`config.mk`:
```
export PLATFORM = sky130hd
export DESIGN_NAME = multi_task_interval_timer_flat
export DESIGN_NICKNAME = d
export VERILOG_FILES = /design/src/rtl/mtit_pkg.sv /design/src/rtl/mtit_cmd_if.sv /design/src/rtl/mtit_res_if.sv /design/src/rtl/mtit_table.sv /design/src/rtl/multi_task_interval_timer.sv /design/src/flat_wrapper.sv
export SDC_FILE = /design/constraint.sdc
export NUM_CORES = 1
export LEC_CHECK = 0
export BUFFER_PORTS_ARGS = -buffer_cell sky130_fd_sc_hd__buf_2
export CORE_MARGIN = 3
export CORE_UTILIZATION = 40
export CTS_CLUSTER_DIAMETER = 100
export DETAILED_ROUTE_END_ITERATION = 8
export PLACE_DENSITY = 0.55
export SYNTH_ARGS = -nofsm -noshare
export SYNTH_HDL_FRONTEND = slang
export SYNTH_SLANG_ARGS = --single-unit
```
`constraint.sdc`:
```
create_clock -name clk -period 15.9 [get_ports clk]
set_clock_uncertainty 0.15 [all_clocks]
set_input_delay 1.59 -clock clk [delete_from_list [all_inputs] [get_ports clk]]
set_output_delay 1.59 -clock clk [all_outputs]
set_load 0.01 [all_outputs]
```
`src/rtl/mtit_pkg.sv`:
```
// Shared types and constants for the multi-task interval timer.
package mtit_pkg;

  // Table size and the most results one tick may give.
  localparam int MAX_TASKS   = 16;
  localparam int MAX_RESULTS = 16;

  // Entry index, entry count and result count widths.
  localparam int IDX_W = (MAX_TASKS > 1) ? $clog2(MAX_TASKS) : 1;
  localparam int CNT_W = $clog2(MAX_TASKS + 1);
  localparam int RES_W = $clog2(MAX_RESULTS + 1);

  // Field widths of one table entry.
  localparam int ID_W   = 16;
  localparam int IVL_W  = 24;
  localparam int TIME_W = 32;
  localparam int REM_W  = 16;

  // Request command codes.
  typedef enum logic [1:0] {
    CMD_ADD  = 2'd0,
    CMD_SET  = 2'd1,
    CMD_STOP = 2'd2,
    CMD_TICK = 2'd3
  } command_t;

  // Result kinds.
  localparam logic KIND_FIRED  = 1'b0;
  localparam logic KIND_REJECT = 1'b1;

  // Sequencer states.
  typedef enum logic [1:0] {
    ST_IDLE,
    ST_SCAN,
    ST_FLUSH
  } state_t;

  // One task in the table.
  typedef struct packed {
    logic [ID_W-1:0]   id;
    logic [IVL_W-1:0]  interval;
    logic [TIME_W-1:0] start;
    logic [REM_W-1:0]  remaining;
  } entry_t;

  // Write port of the task table.
  typedef struct packed {
    logic             en;
    logic [IDX_W-1:0] idx;
    entry_t           data;
  } tbl_wr_t;

  // One result without its last flag.
  typedef struct packed {
    logic            kind;
    logic [ID_W-1:0] id;
    logic            fin;
  } res_t;

endpackage

```
`src/rtl/mtit_cmd_if.sv`:
```
// Request channel of the interval timer: valid, ready and the command payload.
interface mtit_cmd_if;
  logic        valid;
  logic        ready;
  logic [1:0]  command;
  logic [15:0] task_id;
  logic [23:0] interval_ms;
  logic [15:0] run_limit;
  logic [31:0] now_ms;

  modport source (
    output valid, command, task_id, interval_ms, run_limit, now_ms,
    input  ready
  );
  modport sink (
    input  valid, command, task_id, interval_ms, run_limit, now_ms,
    output ready
  );
endinterface

```
`src/rtl/mtit_res_if.sv`:
```
// Result channel of the interval timer: valid, ready and the result payload.
interface mtit_res_if;
  logic        valid;
  logic        ready;
  logic        result_kind;
  logic [15:0] fired_task_id;
  logic        finished;
  logic        last;

  modport source (
    output valid, result_kind, fired_task_id, finished, last,
    input  ready
  );
  modport sink (
    input  valid, result_kind, fired_task_id, finished, last,
    output ready
  );
endinterface

```
`src/rtl/mtit_table.sv`:
```
// Task table storage with one write port and one read port.
module mtit_table
  import mtit_pkg::*;
(
  input  logic             clk,
  input  tbl_wr_t          wr,
  input  logic [IDX_W-1:0] rd_idx,
  output entry_t           rd_data
);

  entry_t entries [MAX_TASKS];

  // Entries are only read below the fill count, so they need no reset.
  always_ff @(posedge clk) begin
    if (wr.en) begin
      entries[wr.idx] <= wr.data;
    end
  end

  assign rd_data = entries[rd_idx];

endmodule

```
`src/rtl/multi_task_interval_timer.sv`:
```
// Top level of the multi-task interval timer: sequencer, shared compare unit and output stage.
//
// The block keeps up to MAX_TASKS timed tasks in insertion order. An add writes the
// table from the idle state; when the table is full, it passes instead through a flush
// state that hands the rejection to the output register. Set interval, stop and tick
// pass through the accepting idle state, a scan step per entry while one shared
// elapsed-time compare unit visits the table through its single read port, a step that
// closes the scan and a flush state that hands over any final result. A second pointer
// writes surviving entries back so that removed tasks are compacted in the same pass.
// The request channel is not ready during that pass; results leave one per cycle
// through an output register, and a stalled result channel pauses the pass.
module multi_task_interval_timer
  import mtit_pkg::*;
(
  input  logic       clk,
  input  logic       rst,
  mtit_cmd_if.sink   cmd,
  mtit_res_if.source res
);

  state_t state, state_next;

  logic [CNT_W-1:0]  count;
  logic [CNT_W-1:0]  r_idx;
  logic [CNT_W-1:0]  w_idx;
  logic [RES_W-1:0]  n_res;
  logic              found;
  command_t          cmd_q;
  logic [ID_W-1:0]   id_q;
  logic [IVL_W-1:0]  ivl_q;
  logic [TIME_W-1:0] now_q;
  logic              pend_valid;
  res_t              pend;
  logic              out_valid;
  res_t              out_res;
  logic              out_last;

  tbl_wr_t           tbl_wr;
  entry_t            cur;
  entry_t            upd;

  logic              accept;
  logic              is_full;
  logic              out_free;
  logic              scan_done;
  logic              limit_hit;
  logic [TIME_W-1:0] elapsed;
  logic              match;
  logic              fires;
  logic              counted;
  logic [REM_W-1:0]  rem_dec;
  logic              fin;
  logic              drop;
  logic              scan_adv;
  logic              push_en;
  res_t              push_res;
  logic              push_last;

  mtit_table u_table (
    .clk     (clk),
    .wr      (tbl_wr),
    .rd_idx  (r_idx[IDX_W-1:0]),
    .rd_data (cur)
  );

  assign accept    = cmd.valid && cmd.ready;
  assign is_full   = (count == CNT_W'(MAX_TASKS));
  assign out_free  = !out_valid || res.ready;
  assign scan_done = (r_idx == count);
  assign limit_hit = (n_res == RES_W'(MAX_RESULTS));

  // Shared unit: wrapped elapsed time against the interval, and the count step.
  assign elapsed = now_q - cur.start;
  assign match   = (cur.id == id_q) && !found;
  assign fires   = (cmd_q == CMD_TICK) && !limit_hit &&
                   (elapsed >= TIME_W'(cur.interval));
  assign counted = (cur.remaining != '0);
  assign rem_dec = cur.remaining - REM_W'(1);
  assign fin     = fires && counted && (rem_dec == '0);
  assign drop    = fin || ((cmd_q == CMD_STOP) && match);

  // Updated copy of the entry under the read pointer.
  always_comb begin
    upd = cur;
    if (fires) begin
      upd.start = now_q;
      if (counted) begin
        upd.remaining = rem_dec;
      end
    end
    if ((cmd_q == CMD_SET) && match) begin
      upd.interval = ivl_q;
    end
  end

  // Next state.
  always_comb begin
    state_next = state;
    unique case (state)
      ST_IDLE: begin
        if (accept) begin
          if (command_t'(cmd.command) == CMD_ADD) begin
            state_next = is_full ? ST_FLUSH : ST_IDLE;
          end else begin
            state_next = ST_SCAN;
          end
        end
      end
      ST_SCAN: begin
        if (scan_done) begin
          state_next = ST_FLUSH;
        end
      end
      ST_FLUSH: begin
        if (!pend_valid || out_free) begin
          state_next = ST_IDLE;
        end
      end
      default: state_next = ST_IDLE;
    endcase
  end

  // Sequencer outputs: table write, scan advance and result push.
  always_comb begin
    cmd.ready   = (state == ST_IDLE);
    tbl_wr      = '0;
    scan_adv    = 1'b0;
    push_en     = 1'b0;
    push_res    = pend;
    push_last   = 1'b0;
    unique case (state)
      ST_IDLE: begin
        if (accept && (command_t'(cmd.command) == CMD_ADD) && !is_full) begin
          tbl_wr.en             = 1'b1;
          tbl_wr.idx            = count[IDX_W-1:0];
          tbl_wr.data.id        = cmd.task_id;
          tbl_wr.data.interval  = cmd.interval_ms;
          tbl_wr.data.start     = cmd.now_ms;
          tbl_wr.data.remaining = cmd.run_limit;
        end
      end
      ST_SCAN: begin
        if (!scan_done) begin
          scan_adv = !(fires && pend_valid) || out_free;
          if (scan_adv) begin
            tbl_wr.en   = !drop;
            tbl_wr.idx  = w_idx[IDX_W-1:0];
            tbl_wr.data = upd;
            push_en     = fires && pend_valid;
          end
        end
      end
      ST_FLUSH: begin
        push_en   = pend_valid && out_free;
        push_last = 1'b1;
      end
      default: begin
        tbl_wr = '0;
      end
    endcase
  end

  // Control registers.
  always_ff @(posedge clk) begin
    if (rst) begin
      state      <= ST_IDLE;
      count      <= '0;
      pend_valid <= 1'b0;
      out_valid  <= 1'b0;
    end else begin
      state <= state_next;
      if (out_free) begin
        out_valid <= push_en;
      end
      unique case (state)
        ST_IDLE: begin
          if (accept && (command_t'(cmd.command) == CMD_ADD)) begin
            if (is_full) begin
              pend_valid <= 1'b1;
            end else begin
              count <= count + CNT_W'(1);
            end
          end
        end
        ST_SCAN: begin
          if (scan_done) begin
            count <= w_idx;
          end else if (scan_adv && fires) begin
            pend_valid <= 1'b1;
          end
        end
        ST_FLUSH: begin
          if (push_en) begin
            pend_valid <= 1'b0;
          end
        end
        default: begin
          count <= count;
        end
      endcase
    end
  end

  // Scan pointers, latched request and result payloads.
  always_ff @(posedge clk) begin
    if (push_en) begin
      out_res  <= push_res;
      out_last <= push_last;
    end
    if (state == ST_IDLE) begin
      if (accept) begin
        cmd_q  <= command_t'(cmd.command);
        id_q   <= cmd.task_id;
        ivl_q  <= cmd.interval_ms;
        now_q  <= cmd.now_ms;
        r_idx  <= '0;
        w_idx  <= '0;
        n_res  <= '0;
        found  <= 1'b0;
        pend.kind <= KIND_REJECT;
        pend.id   <= cmd.task_id;
        pend.fin  <= 1'b0;
      end
    end else if (scan_adv) begin
      r_idx <= r_idx + CNT_W'(1);
      if (!drop) begin
        w_idx <= w_idx + CNT_W'(1);
      end
      if (match && ((cmd_q == CMD_SET) || (cmd_q == CMD_STOP))) begin
        found <= 1'b1;
      end
      if (fires) begin
        n_res     <= n_res + RES_W'(1);
        pend.kind <= KIND_FIRED;
        pend.id   <= cur.id;
        pend.fin  <= fin;
      end
    end
  end

  assign res.valid         = out_valid;
  assign res.result_kind   = out_res.kind;
  assign res.fired_task_id = out_res.id;
  assign res.finished      = out_res.fin;
  assign res.last          = out_last;

endmodule
```
`src/flat_wrapper.sv`:
```
// flat-port wrapper written by rule: the top's interface ports become plain ports
module multi_task_interval_timer_flat import mtit_pkg::*;
  (clk, rst, cmd_valid, cmd_command, cmd_task_id, cmd_interval_ms, cmd_run_limit, cmd_now_ms, cmd_ready, res_valid, res_result_kind, res_fired_task_id, res_finished, res_last, res_ready);
  mtit_cmd_if cmd_i ();
  mtit_res_if res_i ();
  input  logic clk;
  input  logic rst;
  input wire logic [$bits(cmd_i.valid)-1:0] cmd_valid;
  input wire logic [$bits(cmd_i.command)-1:0] cmd_command;
  input wire logic [$bits(cmd_i.task_id)-1:0] cmd_task_id;
  input wire logic [$bits(cmd_i.interval_ms)-1:0] cmd_interval_ms;
  input wire logic [$bits(cmd_i.run_limit)-1:0] cmd_run_limit;
  input wire logic [$bits(cmd_i.now_ms)-1:0] cmd_now_ms;
  output wire logic [$bits(cmd_i.ready)-1:0] cmd_ready;
  output wire logic [$bits(res_i.valid)-1:0] res_valid;
  output wire logic [$bits(res_i.result_kind)-1:0] res_result_kind;
  output wire logic [$bits(res_i.fired_task_id)-1:0] res_fired_task_id;
  output wire logic [$bits(res_i.finished)-1:0] res_finished;
  output wire logic [$bits(res_i.last)-1:0] res_last;
  input wire logic [$bits(res_i.ready)-1:0] res_ready;
  assign cmd_i.valid = cmd_valid;
  assign cmd_i.command = cmd_command;
  assign cmd_i.task_id = cmd_task_id;
  assign cmd_i.interval_ms = cmd_interval_ms;
  assign cmd_i.run_limit = cmd_run_limit;
  assign cmd_i.now_ms = cmd_now_ms;
  assign cmd_ready = cmd_i.ready;
  assign res_valid = res_i.valid;
  assign res_result_kind = res_i.result_kind;
  assign res_fired_task_id = res_i.fired_task_id;
  assign res_finished = res_i.finished;
  assign res_last = res_i.last;
  assign res_i.ready = res_ready;
  multi_task_interval_timer u_core (.clk(clk), .rst(rst), .cmd(cmd_i), .res(res_i));
endmodule
```
==> metrics.md, run 1 <==
| Metric | Value |
|---|---|
| Gr ovfl total | 0 |
| Post-Synth Simple-Gate Area | 2.498% |
| Drt wl/cell | 28.41 um |
| Worst slack, placed | 4268 ps |
| Setup Crit Path Kind | reg -> reg |
| Synth warn | 0 |
| Root Buffer Master | clkbuf_16 |
| Die height | 402.7 um |
| Slowest library cell on the worst path | dfxtp_4 |
| H-tree depth | 4 |
| Slew margin rel. | 12.30% |
| WL final | 155500 um |
| Die width | 402.7 um |
| Critical-path maximum fanout | 64 |
| Antenna Nets Post-Route | 0 |
| Fillers | 12820 |
| Clock Latency Late Sink | 800 ps |
| CTS resizes | 0 |
| Top_reg_cell synth | edfxtp_1 |
| Critical path required time | 16150 ps |
| Compound-Gate Fraction of Synth Area | 2.797% |
| Mux cell area share after synthesis | 16.98% |
| CP most frequent cell | buf_4 |
| Dpl hpwl | 89300 um |
| Post-route setup slack | 4236 ps |
| Initial antenna violation count | 7 |
| XOR/XNOR Fraction of Synth Area | 1.002% |
| Synth area leader | edfxtp_1 |
| Via count | 31010 |
| # rows | 144 |
| CTS sink count | 1548 |
| CTS Buffer Depth | 3 |
| Status | complete, no violations |
| DRC | 0 |
| CP peak stage delay | 980 ps |
| Largest net degree at the start of global routing | 105 |
| Die ar. | 162200 um^2 |
| Reg2Reg Depth | 31 |
| IO buf count | 114 |
| Power Density | 193.1 nW/um^2 |
| Seq/Total Area, Yosys | 73.64% |
| Pre-antenna DRT Iters | 5 |
| Syn Inst Count | 3061 |
| Setup crit start kind | flip-flop |
| Total Power | 13.82 mW |
| RSZ-0062 raised after global routing | no |
| Worst Max-Slew Pin Slew | 1307 ps |
| Post-Syn Area | 62950 um^2 |
| Drt initial violations | 3204 |
| Setup Fix Bufs, Post-CTS | 0 |
| Fraction of layout cells with a size suffix above 1 | 26.15% |
| CP Capture Type | flip-flop |
| FMAX | 85.73 MHz |
| Max cap viols | 0 |
| CTS tree | done |
| Vias per Instance | 5.668 |
| First-pass GRT wire length | 227100 um |
| Hold depth | 0 |
| Crit share post-route | 73.36% |
| Hold buffers post-CTS | 0 |
| Mean Syn Cell Area | 20.57 um^2 |
| Worst path arrival time | 11920 ps |
| Count of pins over their slew limit | 0 |
| Synth Register Bits | 1548 |
| Netlist cell types | 80 |
| Max IR drop VDD | 136.6 uV |
| Hold_ws | 269.9 ps |
| Top-count cell post-synth | edfxtp_1 |
| Share of the synthesized area in the top cell type | 73.22% |
| Async SR Flop Fraction | 0% |
| Main combinational cell family by area after synthesis | multiplexers |
| Crit path time final | 11660 ps |
| Global Route Usage Sum | 19.16% |
| Final setup TNS | 0 ps |
| Post-synth EDFFs | 1535 |
| Most instantiated cells after synthesis | edfxtp_1, mux4_2, nand2_1 |
| Storage element area | 46370 um^2 |
| Layout area overhead | 13.67% |
| Final Hold Fails | 0 |
| Final Wtd Congestion | 0.8675 |
| Vias in the first global route | 32430 |
| Cts bufs inserted | 161 |
| Worst min path class | reg -> reg |
| Static Leakage | 23.12 nW |
| Ranking of synthesized cells by area | edfxtp_1, mux4_2, ha_1, mux4_1, mux2i_1 |
| Initial Util | 40.58% |
| Clock Pin Slew Worst Setup and Hold Paths | 60 ps |
| Nets@finish | 3462 |
| Post-synthesis net count | 3228 |
| Post-Synth Adder-Cell Area | 1.463% |
| Core Box Area | 155100 um^2 |
| Final setup vio count | 0 |
| Area of the multi-input gates | 15720 um^2 |
| Number of primary I/O pins | 115 |
power by group:
group | switching (mW) | internal (mW)
clock network | 1.58 | 2.09
logic | 2.83 | 1.87
registers | 0.188 | 5.26
cells in the final DEF (no fill, tap or decap), types with 56 or more instances in the layout:
master and instances:
mux2i_1 75, ha_1 71, clkbuf_16 164, inv_1 89
buf_4 101, buf_2 114, nand2_1 148, a21oi_1 59
mux4_2 402, edfxtp_1 1535, nor2_1 56, o21ai_0 84
area by class of cell:
cell class                 count  area share (%)
antenna                        2        0.006994
clock buffer                 199           5.919
clock inverter                95           1.254
inverter                      90          0.4756
multi-input combinational   1274           21.97
sequential                  1548           64.80
tap                         2044           3.574
timing repair buffer         220           1.997
state kept, by name, summed over array words and instances (netlist names), 2 cells and up, named ones only:
| register | cells |
|---|---|
| u_core.cmd_q | 2 |
| u_core.count | 5 |
| u_core.id_q | 16 |
| u_core.ivl_q | 24 |
| u_core.n_res | 5 |
| u_core.now_q | 32 |
| u_core.pend | 18 |
| u_core.r_idx | 5 |
| u_core.res.fired_task_id | 16 |
| u_core.state | 2 |
| u_core.u_table.entries | 1408 |
| u_core.w_idx | 5 |
per-layer routing:
layer	vias up	GRT usage [%]	routed length [um]
met1	16690	26.84	67620
met5	-	0	0
li1	13170	-	-
met4	0	4.725	3264
met2	929	31.66	76900
met3	228	2.980	7666
critical path: cells and delay by family (launching register included):
kind	cells	cell delay [ps]
buffers and inverters	7	3490
AO/OA/AOI/OAI	12	2940
AND/OR/NAND/NOR	7	1830
flip-flops	1	980
multiplexers	2	890
adder cells (fa/ha/maj)	2	570
XOR/XNOR	1	160
stage by stage:
step,area [um^2],std cells,util [%]
finish,71560,5472,46.13
global route,71550,5470,46.12
CTS,71550,5470,46.12
detailed placement,66420,5176,42.82
global placement,66420,5176,42.82
floorplan,62950,3061,-
worst paths after layout:
path | start | end | slack, ps
hold / removal | u_core.pend[10] | u_core.res.fired_task_id[9] | 270
setup reg to reg | flip-flop | u_core.u_table.entries[9][32] | 4240
hold reg to reg | u_core.pend[10] | u_core.res.fired_task_id[9] | 270
setup / recovery | flip-flop | u_core.u_table.entries[9][32] | 4240
cell families (layout without fill, tap and decap cells):
logic type,Yosys count,after routing
adders and majority gates,73,73
AOI/OAI and AO/OA,280,280
xor gates and xnor gates,72,72
muxes,514,514
buffers and inverters,239,604
other,0,2
and+or+nand+nor,335,335
DFF,1548,1548
(Power assumes the default switching activity.)
==> run 2, diff against run 1 <==
PLACE_DENSITY = 0.57   (was 0.55)
clock period = 10.3 ns   (was 15.9 ns; I/O delays follow)
==> run 2 against run 1 <==
Net effect: cell count grew 1.2%; clock power grew 52%; sequential power grew 54%; power grew 56%; count of clock-buffer cells in the layout grew 10; sequential share of layout area shrank 0.69 points; first-iteration DRC count shrank 7.7%; via count grew 0.24%; critical path depth shrank 1; die area is the same.
==> metrics.md, run 2 (same netlist as run 1, synthesis figures left out) <==
| Metric | Value |
|---|---|
| Status | complete, no violations |
| Final Hold Fails | 0 (unchanged) |
| Met2 usage in global routing | 31.81% (+0.15 points) |
| Via count | 31090 (+0.24%) |
| Max cap viols | 0 (unchanged) |
| Core Box Area | 155100 um^2 (unchanged) |
| Max IR drop VDD | 184.0 uV (+35%) |
| Post-route setup slack | 491.4 ps (-3744 ps) |
| Hold buffers post-CTS | 0 (unchanged) |
| Worst path arrival time | 10100 ps (-1820 ps) |
| Commonest non-fill, non-tap cells in the layout | edfxtp_1, mux4_2, clkbuf_16 |
| Vias per Instance | 5.611 (-0.99%) |
| Worst min path class | reg -> reg |
| Power Density | 297.2 nW/um^2 (+54%) |
| Critical-path maximum fanout | 22 (-66%) |
| Initial antenna violation count | 5 (-2) |
| WL final | 155100 um (-0.25%) |
| Die ar. | 162200 um^2 (unchanged) |
| Largest net degree at the start of global routing | 100 (-4.8%) |
| Crit path time final | 9809 ps (-1856 ps) |
| Initial Util | 40.58% (unchanged) |
| Fraction of layout cells with a size suffix above 1 | 27.70% (+1.5 points) |
| Final cell count without fillers | 5540 (+1.2%) |
| Pre-antenna DRT Iters | 5 (unchanged) |
| Fin area | 72330 um^2 (+1.1%) |
| Root Buffer Master | clkbuf_16 |
| Switch share | 33.42% (+0.12 points) |
| Nets@finish | 3528 (+1.9%) |
| # rows | 144 (unchanged) |
| Clock Pin Slew Worst Setup and Hold Paths | 60 ps (about the same) |
| Number of primary I/O pins | 115 (unchanged) |
| DRC | 0 (unchanged) |
| RSZ-0062 raised after global routing | yes |
| Placed Cells | 5243 (+1.3%) |
| Worst Max-Slew Pin Slew | 1146 ps (-160.5 ps) |
| Critical path required time | 10590 ps (-5560 ps) |
| Commonest non-fill, non-tap cell in the layout | edfxtp_1 |
| Layout area overhead | 14.90% |
| Cts bufs inserted | 159 (-1.2%) |
| Met1 Use GR | 26.95% (+0.11 points) |
| H-tree depth | 4 (unchanged) |
| Switching power | 7.184 mW (+56%) |
| Max FFs per register | 1408 (unchanged) |
| Slowest library cell on the worst path | or4b_2 |
| Count of pins over their slew limit | 0 (unchanged) |
| Crit share post-route | 95.23% (+22 points) |
| CP Capture Type | flip-flop |
| Setup crit start kind | flip-flop |
| First-pass GRT wire length | 227900 um (+0.36%) |
| Top reg by flops | u_core.u_table.entries |
| FMAX | 102.0 MHz (+19%) |
| CTS tree | done |
| Combinational power share | 35.2% (+1.2 points) |
| Static Leakage | 23.51 nW (+1.7%) |
| Setup Crit Path Kind | reg -> reg |
| CP peak stage delay | 630 ps (-350 ps) |
| Drt initial violations | 2956 (-7.7%) |
| CTS Buffer Depth | 3 (unchanged) |
| Clock Latency Late Sink | 780 ps (-20 ps) |
| Total Power | 21.50 mW (+56%) |
| Worst slack, placed | 301.7 ps (-3966 ps) |
| Gr ovfl total | 0 (unchanged) |
| Internal power | 14.31 mW (+55%) |
| Die width | 402.7 um (unchanged) |
| Dpl hpwl | 92150 um (+3.2%) |
| Reg power frac | 38.9% (-0.5 points) |
| Final setup vio count | 0 (unchanged) |
| Final Wtd Congestion | 0.8058 (-7.1%) |
| Global routing's busiest layer | met2 |
| IO buf count | 114 (unchanged) |
| CTS sink count | 1548 (unchanged) |
| Clock power share | 25.9% (-0.7 points) |
| Vias in the first global route | 32370 (-0.20%) |
| Placed inst area | 67260 um^2 (+1.3%) |
| Biggest regs | u_core.u_table.entries: 1408 flops, u_core.now_q: 32 flops, u_core.ivl_q: 24 flops |
| M3 GR Usage | 2.949% (-0.032 points) |
| Global Route Usage Sum | 19.25% (+0.090 points) |
| Antenna Nets Post-Route | 0 (unchanged) |
| Drt wl/cell | 27.99 um (-1.5%) |
| Die height | 402.7 um (unchanged) |
| Slew margin rel. | 23.59% (+11 points) |
-- run 2: repair_timing --
| item | in CTS | in global routing |
|---|---|---|
| setup buffers | 0 | 1 |
| endpoints found under the setup margin | 0 | 594 |
| gates resized for setup | 0 | 2 |
-- run 2: path summary, 6_finish.rpt --
kind	startpoint	slack, ps	to	cells past startpoint
worst max-delay path	flip-flop	490	u_core.u_table.entries[5][45]	30
worst min-delay path	u_core.pend[10]	270	u_core.res.fired_task_id[9]	0
worst min register to register	u_core.pend[10]	270	u_core.res.fired_task_id[9]	0
worst max register to register	flip-flop	490	u_core.u_table.entries[5][45]	30
-- run 2: critical path: cells and delay by family, from the launching register on --
kind	cells	cell delay, ps
XOR/XNOR	1	140
buffers and inverters	4	1240
multiplexers	2	1050
flip-flops	1	550
AO/OA/AOI/OAI	14	3420
AND/OR/NAND/NOR	7	2300
adder cells (fa/ha/maj)	2	560
-- run 2: power groups by stage --
stage / clock (mW) / combinational (mW) / sequential, mW
after floorplan: 0 / 5.18 / 8.36
after global placement: 0 / 7.63 / 8.50
after detailed placement: 0 / 7.64 / 8.51
after CTS: 5.70 / 7.67 / 8.38
after global routing: 5.95 / 8.27 / 8.41
final: 5.57 / 7.56 / 8.37
-- run 2: metrics by stage --
step           hold WS, ps  util, %  TNS (ps)
4_1_cts              218.6    46.60         0
6_report             269.8    46.63         0
5_1_grt              242.1    46.62    -17.69
2_1_floorplan        250.3        -         0
3_5_place_dp         258.1    43.36         0
3_3_place_gp         252.3    43.36         0
-- run 2: routing by layer --
metal  up-vias  routed length, um
li1      13310                  -
met2       957              77070
met3       205               7948
met5         -                  0
met4         0               3129
met1     16620              66920
-- run 2: area by class of cell --
| type | instances | area [um^2] |
|---|---|---|
| clock buffers | 209 | 4272 |
| fillers | 12760 | 82800 |
| flip-flops and latches | 1548 | 46370 |
| well taps | 2044 | 2557 |
| inverters | 90 | 340.3 |
| diodes | 1 | 2.502 |
| repair buffers | 288 | 2237 |
| multi-input cells | 1274 | 15800 |
| clock inverters | 86 | 753.2 |
